File: src/rtl/core/mmbf_pkg.sv
// Shared constants, types and codes for the median / trimmed-mean blend filter.
package mmbf_pkg;

    // Window geometry
    localparam int WINDOW   = 10;
    localparam int TRIM     = 3;
    localparam int TRIM_EFF = (2 * TRIM >= WINDOW) ? (WINDOW - 1) / 2 : TRIM;
    localparam int KEPT     = WINDOW - 2 * TRIM_EFF;
    localparam int MEDIAN_IDX = WINDOW / 2;
    localparam int IDX_W    = $clog2(WINDOW);

    // Field widths
    localparam int SAMPLE_W  = 16;
    localparam int CH_W      = 2;
    localparam int WEIGHT_W  = 7;
    localparam int CFG_IDX_W = 2;

    // Arithmetic widths
    localparam int SUM_W   = $clog2(WINDOW * 65535 + 1);
    localparam int BLEND_W = SAMPLE_W + WEIGHT_W + 1;
    localparam int MUL_W   = (SUM_W + 1 > BLEND_W + 1) ? SUM_W + 1 : BLEND_W + 1;
    localparam int ACC_W   = 2 * MUL_W;

    // Division by KEPT as multiply by rounded-up reciprocal and shift
    localparam int MEAN_SHIFT = SUM_W + $clog2(KEPT);
    localparam logic [MUL_W-1:0] MEAN_RECIP =
        MUL_W'(((longint'(1) << MEAN_SHIFT) + longint'(KEPT) - 1) / longint'(KEPT));

    // Division by the weight scale the same way
    localparam int WEIGHT_SCALE = 100;
    localparam int Q_SHIFT = BLEND_W + $clog2(WEIGHT_SCALE);
    localparam logic [MUL_W-1:0] Q_RECIP =
        MUL_W'(((longint'(1) << Q_SHIFT) + longint'(WEIGHT_SCALE) - 1)
               / longint'(WEIGHT_SCALE));

    // Register indexes and reset values
    localparam logic [CFG_IDX_W-1:0] REG_MEAN_WEIGHT   = CFG_IDX_W'(0);
    localparam logic [CFG_IDX_W-1:0] REG_MEDIAN_WEIGHT = CFG_IDX_W'(1);
    localparam logic [WEIGHT_W-1:0]  WEIGHT_RESET      = WEIGHT_W'(50);

    // Channel codes
    localparam logic [CH_W-1:0] CH_BANK1 = CH_W'(1);
    localparam logic [CH_W-1:0] CH_BANK2 = CH_W'(2);

    typedef enum logic [2:0] {
        ST_IDLE,
        ST_SORT,
        ST_SUM,
        ST_MEAN,
        ST_WMEAN,
        ST_WMED,
        ST_QUOT,
        ST_FINISH
    } state_t;

    typedef enum logic [2:0] {
        OP_HOLD,
        OP_CLR,
        OP_ADD,
        OP_MUL,
        OP_MAC
    } arith_op_t;

    typedef struct packed {
        arith_op_t        op;
        logic [MUL_W-1:0] opa;
        logic [MUL_W-1:0] opb;
    } arith_cmd_t;

    typedef struct packed {
        logic             shift_en;
        logic             shift_bank;
        logic             rd_bank;
        logic [IDX_W-1:0] rd_idx;
    } win_ctrl_t;

    typedef struct packed {
        logic             init;
        logic             insert_en;
        logic [IDX_W-1:0] rd_idx;
    } sort_ctrl_t;

endpackage

File: src/rtl/core/mmbf_window_bank.sv
// Two sliding sample windows, one per channel, with a single indexed read port.
module mmbf_window_bank
    import mmbf_pkg::*;
(
    input  logic                clk,
    input  logic                rst_n,
    input  win_ctrl_t           ctrl,
    input  logic [SAMPLE_W-1:0] sample_in,
    output logic [SAMPLE_W-1:0] rd_data
);

    logic [SAMPLE_W-1:0] win0_reg [WINDOW];
    logic [SAMPLE_W-1:0] win1_reg [WINDOW];

    // Shift the selected window: drop the oldest, append the new sample
    always_ff @(posedge clk or negedge rst_n)
    begin
        if (!rst_n)
        begin
            for (int i = 0; i < WINDOW; i++)
            begin
                win0_reg[i] <= '0;
                win1_reg[i] <= '0;
            end
        end
        else if (ctrl.shift_en)
        begin
            if (!ctrl.shift_bank)
            begin
                for (int i = 0; i < WINDOW - 1; i++)
                begin
                    win0_reg[i] <= win0_reg[i+1];
                end
                win0_reg[WINDOW-1] <= sample_in;
            end
            else
            begin
                for (int i = 0; i < WINDOW - 1; i++)
                begin
                    win1_reg[i] <= win1_reg[i+1];
                end
                win1_reg[WINDOW-1] <= sample_in;
            end
        end
    end

    // Select one entry of the active window
    assign rd_data = ctrl.rd_bank ? win1_reg[ctrl.rd_idx] : win0_reg[ctrl.rd_idx];

endmodule

File: src/rtl/core/mmbf_sort_array.sv
// Insertion sort array: takes one value per cycle while insert_en is set and keeps its entries ascending.
module mmbf_sort_array
    import mmbf_pkg::*;
(
    input  logic                clk,
    input  sort_ctrl_t          ctrl,
    input  logic [SAMPLE_W-1:0] insert_data,
    output logic [SAMPLE_W-1:0] rd_data,
    output logic [SAMPLE_W-1:0] median
);

    logic [SAMPLE_W-1:0] srt_reg  [WINDOW];
    logic [SAMPLE_W-1:0] srt_next [WINDOW];

    // Each cell keeps its value, takes the new one, or takes its lower neighbor's
    always_comb
    begin
        for (int j = 0; j < WINDOW; j++)
        begin
            if (srt_reg[j] <= insert_data)
            begin
                srt_next[j] = srt_reg[j];
            end
            else if (j == 0)
            begin
                srt_next[j] = insert_data;
            end
            else if (srt_reg[j-1] <= insert_data)
            begin
                srt_next[j] = insert_data;
            end
            else
            begin
                srt_next[j] = srt_reg[j-1];
            end
        end
    end

    // Fill with the top sentinel at start, then insert
    always_ff @(posedge clk)
    begin
        if (ctrl.init)
        begin
            for (int j = 0; j < WINDOW; j++)
            begin
                srt_reg[j] <= '1;
            end
        end
        else if (ctrl.insert_en)
        begin
            for (int j = 0; j < WINDOW; j++)
            begin
                srt_reg[j] <= srt_next[j];
            end
        end
    end

    assign rd_data = srt_reg[ctrl.rd_idx];
    assign median  = srt_reg[MEDIAN_IDX];

endmodule

File: src/rtl/core/mmbf_arith_unit.sv
// Shared multiply / add unit with one accumulator register.
module mmbf_arith_unit
    import mmbf_pkg::*;
(
    input  logic             clk,
    input  arith_cmd_t       cmd,
    output logic [ACC_W-1:0] acc
);

    logic [ACC_W-1:0] acc_reg;
    logic [ACC_W-1:0] acc_next;
    logic [ACC_W-1:0] product;

    assign product = ACC_W'(cmd.opa) * ACC_W'(cmd.opb);

    // Pick the operation for this step
    always_comb
    begin
        case (cmd.op)
            OP_CLR:  acc_next = '0;
            OP_ADD:  acc_next = acc_reg + ACC_W'(cmd.opa);
            OP_MUL:  acc_next = product;
            OP_MAC:  acc_next = acc_reg + product;
            default: acc_next = acc_reg;
        endcase
    end

    always_ff @(posedge clk)
    begin
        acc_reg <= acc_next;
    end

    assign acc = acc_reg;

endmodule

File: src/rtl/core/median_mean_blend_filter.sv
// Each item runs through one insertion per window entry, one shared add per kept entry and
// four passes through the shared multiplier before out_valid; a channel other than 1 or 2
// skips these and gives a zero result. A new item is accepted only after the last result is
// registered for output.
// Reset (async, active low) clears both windows, sets both weights to 50, empties output.
module median_mean_blend_filter
    import mmbf_pkg::*;
(
    input  logic                 clk,
    input  logic                 rst_n,
    input  logic                 in_valid,
    output logic                 in_ready,
    input  logic [SAMPLE_W-1:0]  sample,
    input  logic [CH_W-1:0]      channel,
    output logic                 out_valid,
    input  logic                 out_ready,
    output logic [SAMPLE_W-1:0]  filtered,
    input  logic                 cfg_we,
    input  logic [CFG_IDX_W-1:0] cfg_index,
    input  logic [WEIGHT_W-1:0]  cfg_data
);

    state_t               state_reg, state_next;
    logic [IDX_W-1:0]     idx_reg, idx_next;
    logic                 bank_reg, bank_next;
    logic                 zero_reg, zero_next;
    logic                 out_valid_reg, out_valid_next;
    logic [SAMPLE_W-1:0]  filtered_reg, filtered_next;
    logic [WEIGHT_W-1:0]  mean_weight_reg;
    logic [WEIGHT_W-1:0]  median_weight_reg;

    win_ctrl_t            win_ctrl;
    sort_ctrl_t           sort_ctrl;
    arith_cmd_t           arith_cmd;
    logic [SAMPLE_W-1:0]  win_data;
    logic [SAMPLE_W-1:0]  sort_data;
    logic [SAMPLE_W-1:0]  median;
    logic [ACC_W-1:0]     acc;

    logic                 in_xfer;
    logic                 ch_ok;
    logic                 out_free;
    logic [ACC_W-Q_SHIFT-1:0] quot;
    logic [SAMPLE_W-1:0]  quot_sat;

    // Accept a new item only while idle
    assign in_ready = (state_reg == ST_IDLE);

    assign in_xfer  = in_valid && in_ready;
    assign ch_ok    = (channel == CH_BANK1) || (channel == CH_BANK2);
    assign out_free = !out_valid_reg || out_ready;

    // Saturate the final quotient
    assign quot     = acc[ACC_W-1:Q_SHIFT];
    assign quot_sat = (|quot[ACC_W-Q_SHIFT-1:SAMPLE_W]) ? '1 : quot[SAMPLE_W-1:0];

    mmbf_window_bank u_window (
        .clk       (clk),
        .rst_n     (rst_n),
        .ctrl      (win_ctrl),
        .sample_in (sample),
        .rd_data   (win_data)
    );

    mmbf_sort_array u_sort (
        .clk         (clk),
        .ctrl        (sort_ctrl),
        .insert_data (win_data),
        .rd_data     (sort_data),
        .median      (median)
    );

    mmbf_arith_unit u_arith (
        .clk (clk),
        .cmd (arith_cmd),
        .acc (acc)
    );

    // Next state
    always_comb
    begin
        state_next = state_reg;
        case (state_reg)
            ST_IDLE:
            begin
                if (in_xfer)
                begin
                    state_next = ch_ok ? ST_SORT : ST_FINISH;
                end
            end
            ST_SORT:
            begin
                if (idx_reg == IDX_W'(WINDOW - 1))
                begin
                    state_next = ST_SUM;
                end
            end
            ST_SUM:
            begin
                if (idx_reg == IDX_W'(WINDOW - TRIM_EFF - 1))
                begin
                    state_next = ST_MEAN;
                end
            end
            ST_MEAN:   state_next = ST_WMEAN;
            ST_WMEAN:  state_next = ST_WMED;
            ST_WMED:   state_next = ST_QUOT;
            ST_QUOT:   state_next = ST_FINISH;
            ST_FINISH:
            begin
                if (out_free)
                begin
                    state_next = ST_IDLE;
                end
            end
            default:   state_next = ST_IDLE;
        endcase
    end

    // Sort control: clear on transfer, insert while sorting
    always_comb
    begin
        sort_ctrl.init      = in_xfer;
        sort_ctrl.insert_en = (state_reg == ST_SORT);
        sort_ctrl.rd_idx    = idx_reg;
    end

    // Datapath control per state
    always_comb
    begin
        idx_next            = idx_reg;
        bank_next           = bank_reg;
        zero_next           = zero_reg;
        out_valid_next      = out_valid_reg && !out_ready;
        filtered_next       = filtered_reg;
        win_ctrl.shift_en   = 1'b0;
        win_ctrl.shift_bank = (channel == CH_BANK2);
        win_ctrl.rd_bank    = bank_reg;
        win_ctrl.rd_idx     = idx_reg;
        arith_cmd.op        = OP_HOLD;
        arith_cmd.opa       = '0;
        arith_cmd.opb       = '0;
        case (state_reg)
            ST_IDLE:
            begin
                if (in_xfer)
                begin
                    idx_next          = '0;
                    bank_next         = (channel == CH_BANK2);
                    zero_next         = !ch_ok;
                    win_ctrl.shift_en = ch_ok;
                    arith_cmd.op      = OP_CLR;
                end
            end
            ST_SORT:
            begin
                // Insert one window entry per cycle
                if (idx_reg == IDX_W'(WINDOW - 1))
                begin
                    idx_next = IDX_W'(TRIM_EFF);
                end
                else
                begin
                    idx_next = idx_reg + 1'b1;
                end
            end
            ST_SUM:
            begin
                // Accumulate the kept middle of the sorted window
                arith_cmd.op  = OP_ADD;
                arith_cmd.opa = MUL_W'(sort_data);
                idx_next      = idx_reg + 1'b1;
            end
            ST_MEAN:
            begin
                arith_cmd.op  = OP_MUL;
                arith_cmd.opa = MUL_W'(acc[SUM_W-1:0]);
                arith_cmd.opb = MEAN_RECIP;
            end
            ST_WMEAN:
            begin
                arith_cmd.op  = OP_MUL;
                arith_cmd.opa = MUL_W'(acc[MEAN_SHIFT +: SAMPLE_W]);
                arith_cmd.opb = MUL_W'(mean_weight_reg);
            end
            ST_WMED:
            begin
                arith_cmd.op  = OP_MAC;
                arith_cmd.opa = MUL_W'(median);
                arith_cmd.opb = MUL_W'(median_weight_reg);
            end
            ST_QUOT:
            begin
                arith_cmd.op  = OP_MUL;
                arith_cmd.opa = MUL_W'(acc[BLEND_W-1:0]);
                arith_cmd.opb = Q_RECIP;
            end
            ST_FINISH:
            begin
                // Hold until the output register is free
                if (out_free)
                begin
                    out_valid_next = 1'b1;
                    filtered_next  = zero_reg ? '0 : quot_sat;
                end
            end
            default:
            begin
                idx_next = '0;
            end
        endcase
    end

    // Control registers
    always_ff @(posedge clk or negedge rst_n)
    begin
        if (!rst_n)
        begin
            state_reg     <= ST_IDLE;
            idx_reg       <= '0;
            bank_reg      <= 1'b0;
            zero_reg      <= 1'b0;
            out_valid_reg <= 1'b0;
        end
        else
        begin
            state_reg     <= state_next;
            idx_reg       <= idx_next;
            bank_reg      <= bank_next;
            zero_reg      <= zero_next;
            out_valid_reg <= out_valid_next;
        end
    end

    // Output payload
    always_ff @(posedge clk)
    begin
        filtered_reg <= filtered_next;
    end

    // Weight registers; writes to unknown indexes are dropped
    always_ff @(posedge clk or negedge rst_n)
    begin
        if (!rst_n)
        begin
            mean_weight_reg   <= WEIGHT_RESET;
            median_weight_reg <= WEIGHT_RESET;
        end
        else if (cfg_we)
        begin
            if (cfg_index == REG_MEAN_WEIGHT)
            begin
                mean_weight_reg <= cfg_data;
            end
            else if (cfg_index == REG_MEDIAN_WEIGHT)
            begin
                median_weight_reg <= cfg_data;
            end
        end
    end

    assign out_valid = out_valid_reg;
    assign filtered  = filtered_reg;

endmodule

File: config.mk
export PLATFORM = sky130hd
export DESIGN_NAME = median_mean_blend_filter
export DESIGN_NICKNAME = d
export VERILOG_FILES = /design/src/rtl/core/mmbf_pkg.sv /design/src/rtl/core/mmbf_window_bank.sv /design/src/rtl/core/mmbf_sort_array.sv /design/src/rtl/core/mmbf_arith_unit.sv /design/src/rtl/core/median_mean_blend_filter.sv
export SDC_FILE = /design/constraint.sdc
export NUM_CORES = 2
export LEC_CHECK = 0
export BUFFER_PORTS_ARGS = -buffer_cell sky130_fd_sc_hd__buf_2
export CAP_MARGIN = 20
export CORE_MARGIN = 1
export CORE_UTILIZATION = 40
export CTS_BUF_LIST = sky130_fd_sc_hd__clkbuf_2
export CTS_CLUSTER_DIAMETER = 60
export DETAILED_ROUTE_END_ITERATION = 6
export PLACE_DENSITY_LB_ADDON = 0.05
export SYNTH_ARGS = -nofsm -noshare
export SYNTH_HDL_FRONTEND = slang
export SYNTH_SLANG_ARGS = --single-unit
export TNS_END_PERCENT = 20
File: constraint.sdc
create_clock -name clk -period 23.4 [get_ports clk]
set_input_delay 1.17 -clock clk [delete_from_list [all_inputs] [get_ports clk]]
set_output_delay 1.17 -clock clk [all_outputs]
set_load 0.005 [all_outputs]
==> key figures <==
Clocking
  – CTS HTree Levels: 4
  – CTS Root Cell: clkbuf_2
  – CTS resizes: 0
  – Clock transition at the registers of the reported paths: 0.10 ns
  – CTS tree: done
  – Setup Buffers After CTS: 0
  – Skew-Pair Late Insertion Delay: 1.39 ns
  – Clock Sinks: 570
  – TritonCTS Buffers: 152
  – Cts hold-fix bufs: 24
  – CTS max path bufs: 3

Placed design
  – RePlAce Congestion: 0.8871
  – Post-DP Area: 50030 um2
  – DP HPWL: 106700 um
  – PortBufs: 49

STA
  – Final Setup Violations: 0
  – Hold_ws: 0.2295 ns
  – Slew margin rel.: 0.3548
  – Fin. Hold Viols: 0
  – Final slew viol count: 0
  – Worst clock skew: 0.1336 ns
  – Worst Max-Slew Pin Slew: 0.9677 ns
  – RSZ-0062 raised after global routing: no
  – Final min period: 12.71 ns
  – Sum Neg Setup Slack: 0 ns
  – Fmax: 78.66 MHz
  – Final Cycle Share: 0.5433

Yosys
  – Register area share after synthesis: 0.3203
  – Post-Syn Instances: 4435
  – Leading post-synthesis cells by cell area: dfrtp_1, edfxtp_1, fa_1, ha_1, mux2_2
  – Cell variety after synth: 95
  – Synthesized area: 48090 um2
  – Synth Warn #: 0
  – Mean Syn Cell Area: 10.84 um2
  – Share of the synthesized area in the top cell type: 0.1759
  – Ys async rst share: 0.6035
  – Main synth FF type: dfrtp_1
  – Post-synth EDFFs: 226
  – Post-synth top area cell: dfrtp_1
  – Seq cells post-synth: 570

Detailed routing
  – DR iter-0 viols: 1696
  – WL per Instance: 22.40 um
  – ANT nets after route: 0
  – Via count: 33.64k
  – Vias per cell: 5.388
  – Routed WL: 139900 um
  – Pre-antenna DRT Iters: 5
  – DRC viols: 0

Critical path
  – CP max FO: 30
  – Worst Path Required: 24.51 ns
  – Crit-path max cell delay: 0.82 ns
  – WP data arrival: 13.82 ns
  – Crit path top cell by count: fa_1
  – WP buf/inv: 5
  – Slowest CP cell: dfrtp_4
  – Top Family by Delay on Critical Path: adder cells
  – Crit Path Class: reg2reg
  – CP Capture Type: register
  – Startpoint types: register

Min path
  – Hold WC Path Type: in2reg

Floorplanning
  – Initial Util: 0.4057
  – Core area: 118600 um2
  – Die Y: 348.7 um
  – Die width: 348.7 um
  – Ports: 50
  – Row count: 126
  – Die area: 121600 um2

Final layout
  – Commonest non-fill, non-tap cell in the layout: inv_1
  – Most frequent cells in the layout: inv_1, ha_1, nand2_1
  – Share of layout cells above drive strength 1: 0.1914
  – Final Instance Area: 51600 um2
  – NumNets Final: 5353
  – Area delta synth->final: 7.297%

GRT
  – Congestion Overflow GR: 0
  – Vias in the first global route: 35.67k
  – All-Layer GR Usage: 0.2352
  – Largest net degree at the start of global routing: 159
  – Initial antenna violation count: 5
  – Global-route wire length before repair: 218600 um

Flow run
  – Max cap viols: 0

Status
  – Status: complete, no violations
[final timing paths]
kind / startpoint / end / cells after the start / slack [ns]
setup / recovery: idx_reg[0] / u_arith.acc[47] / 39 / 10.69
hold / removal: sample[7] / u_window.win0_reg[7] / 2 / 0.23
setup reg to reg: idx_reg[0] / u_arith.acc[47] / 39 / 10.69
hold reg to reg: u_window.win1_reg[126] / u_window.win1_reg[142] / 1 / 0.44
max in group asynchronous: rst_n / u_window.win1_reg[55] / 4 / 20.60
min in group asynchronous: rst_n / u_window.win1_reg[47] / 2 / 0.45
[cell families (layout without fill, tap and decap cells)]
| kind of cell | after synthesis | after routing | synth area share |
|---|---|---|---|
| mux | 560 | 560 | 0.1508 |
| fa+ha+maj | 787 | 787 | 0.2556 |
| flops | 570 | 570 | 0.3203 |
| buf+inv | 793 | 963 | 0.06520 |
| simple gates | 834 | 834 | 0.07945 |
| compound gates | 806 | 806 | 0.1134 |
| other cells | 2 | 40 | 0.0001562 |
| xor+xnor | 83 | 83 | 0.01512 |
[stage by stage]
step	instances	util	setup WS (ns)
after global routing	6242	0.4353	10.10
final	6243	0.4353	10.69
after global placement	5954	0.4219	10.64
after detailed placement	5956	0.4220	10.67
after CTS	6239	0.4352	10.68
after floorplan	4469	-	13.28
[Yosys cell counts (37+ instances only)]
master	instances
o211ai_1	127
mux2i_1	109
a21oi_1	184
mux4_2	96
xnor2_1	46
nor2b_1	46
xor2_1	37
nor2_1	187
nand2_1	363
fa_1	326
a21o_1	122
edfxtp_1	226
clkbuf_1	141
nand3_1	40
inv_1	562
mux2_2	355
ha_1	461
o21ai_0	93
nand4_1	50
dfrtp_1	338
o22ai_1	53
buf_2	44
[layout make-up]
type | count | area, um2
diodes | 4 | 10.01
clock buffers | 227 | 1136
clock inverters | 32 | 185.2
fillers | 11690 | 66950
inverters | 577 | 2166
multi-input cells | 3106 | 29780
flip-flops and latches | 570 | 15420
well taps | 1600 | 2002
repair buffers | 127 | 909.6
[routing by layer]
layer,GRT usage,part of all wire
met5,0,0.00016
met4,0.07841,0.030
met3,0.02943,0.035
met2,0.4064,0.50
met1,0.3037,0.44
Power is not shown: default switching activity piles up to over one toggle a cycle in this logic, so the estimate is an artifact.
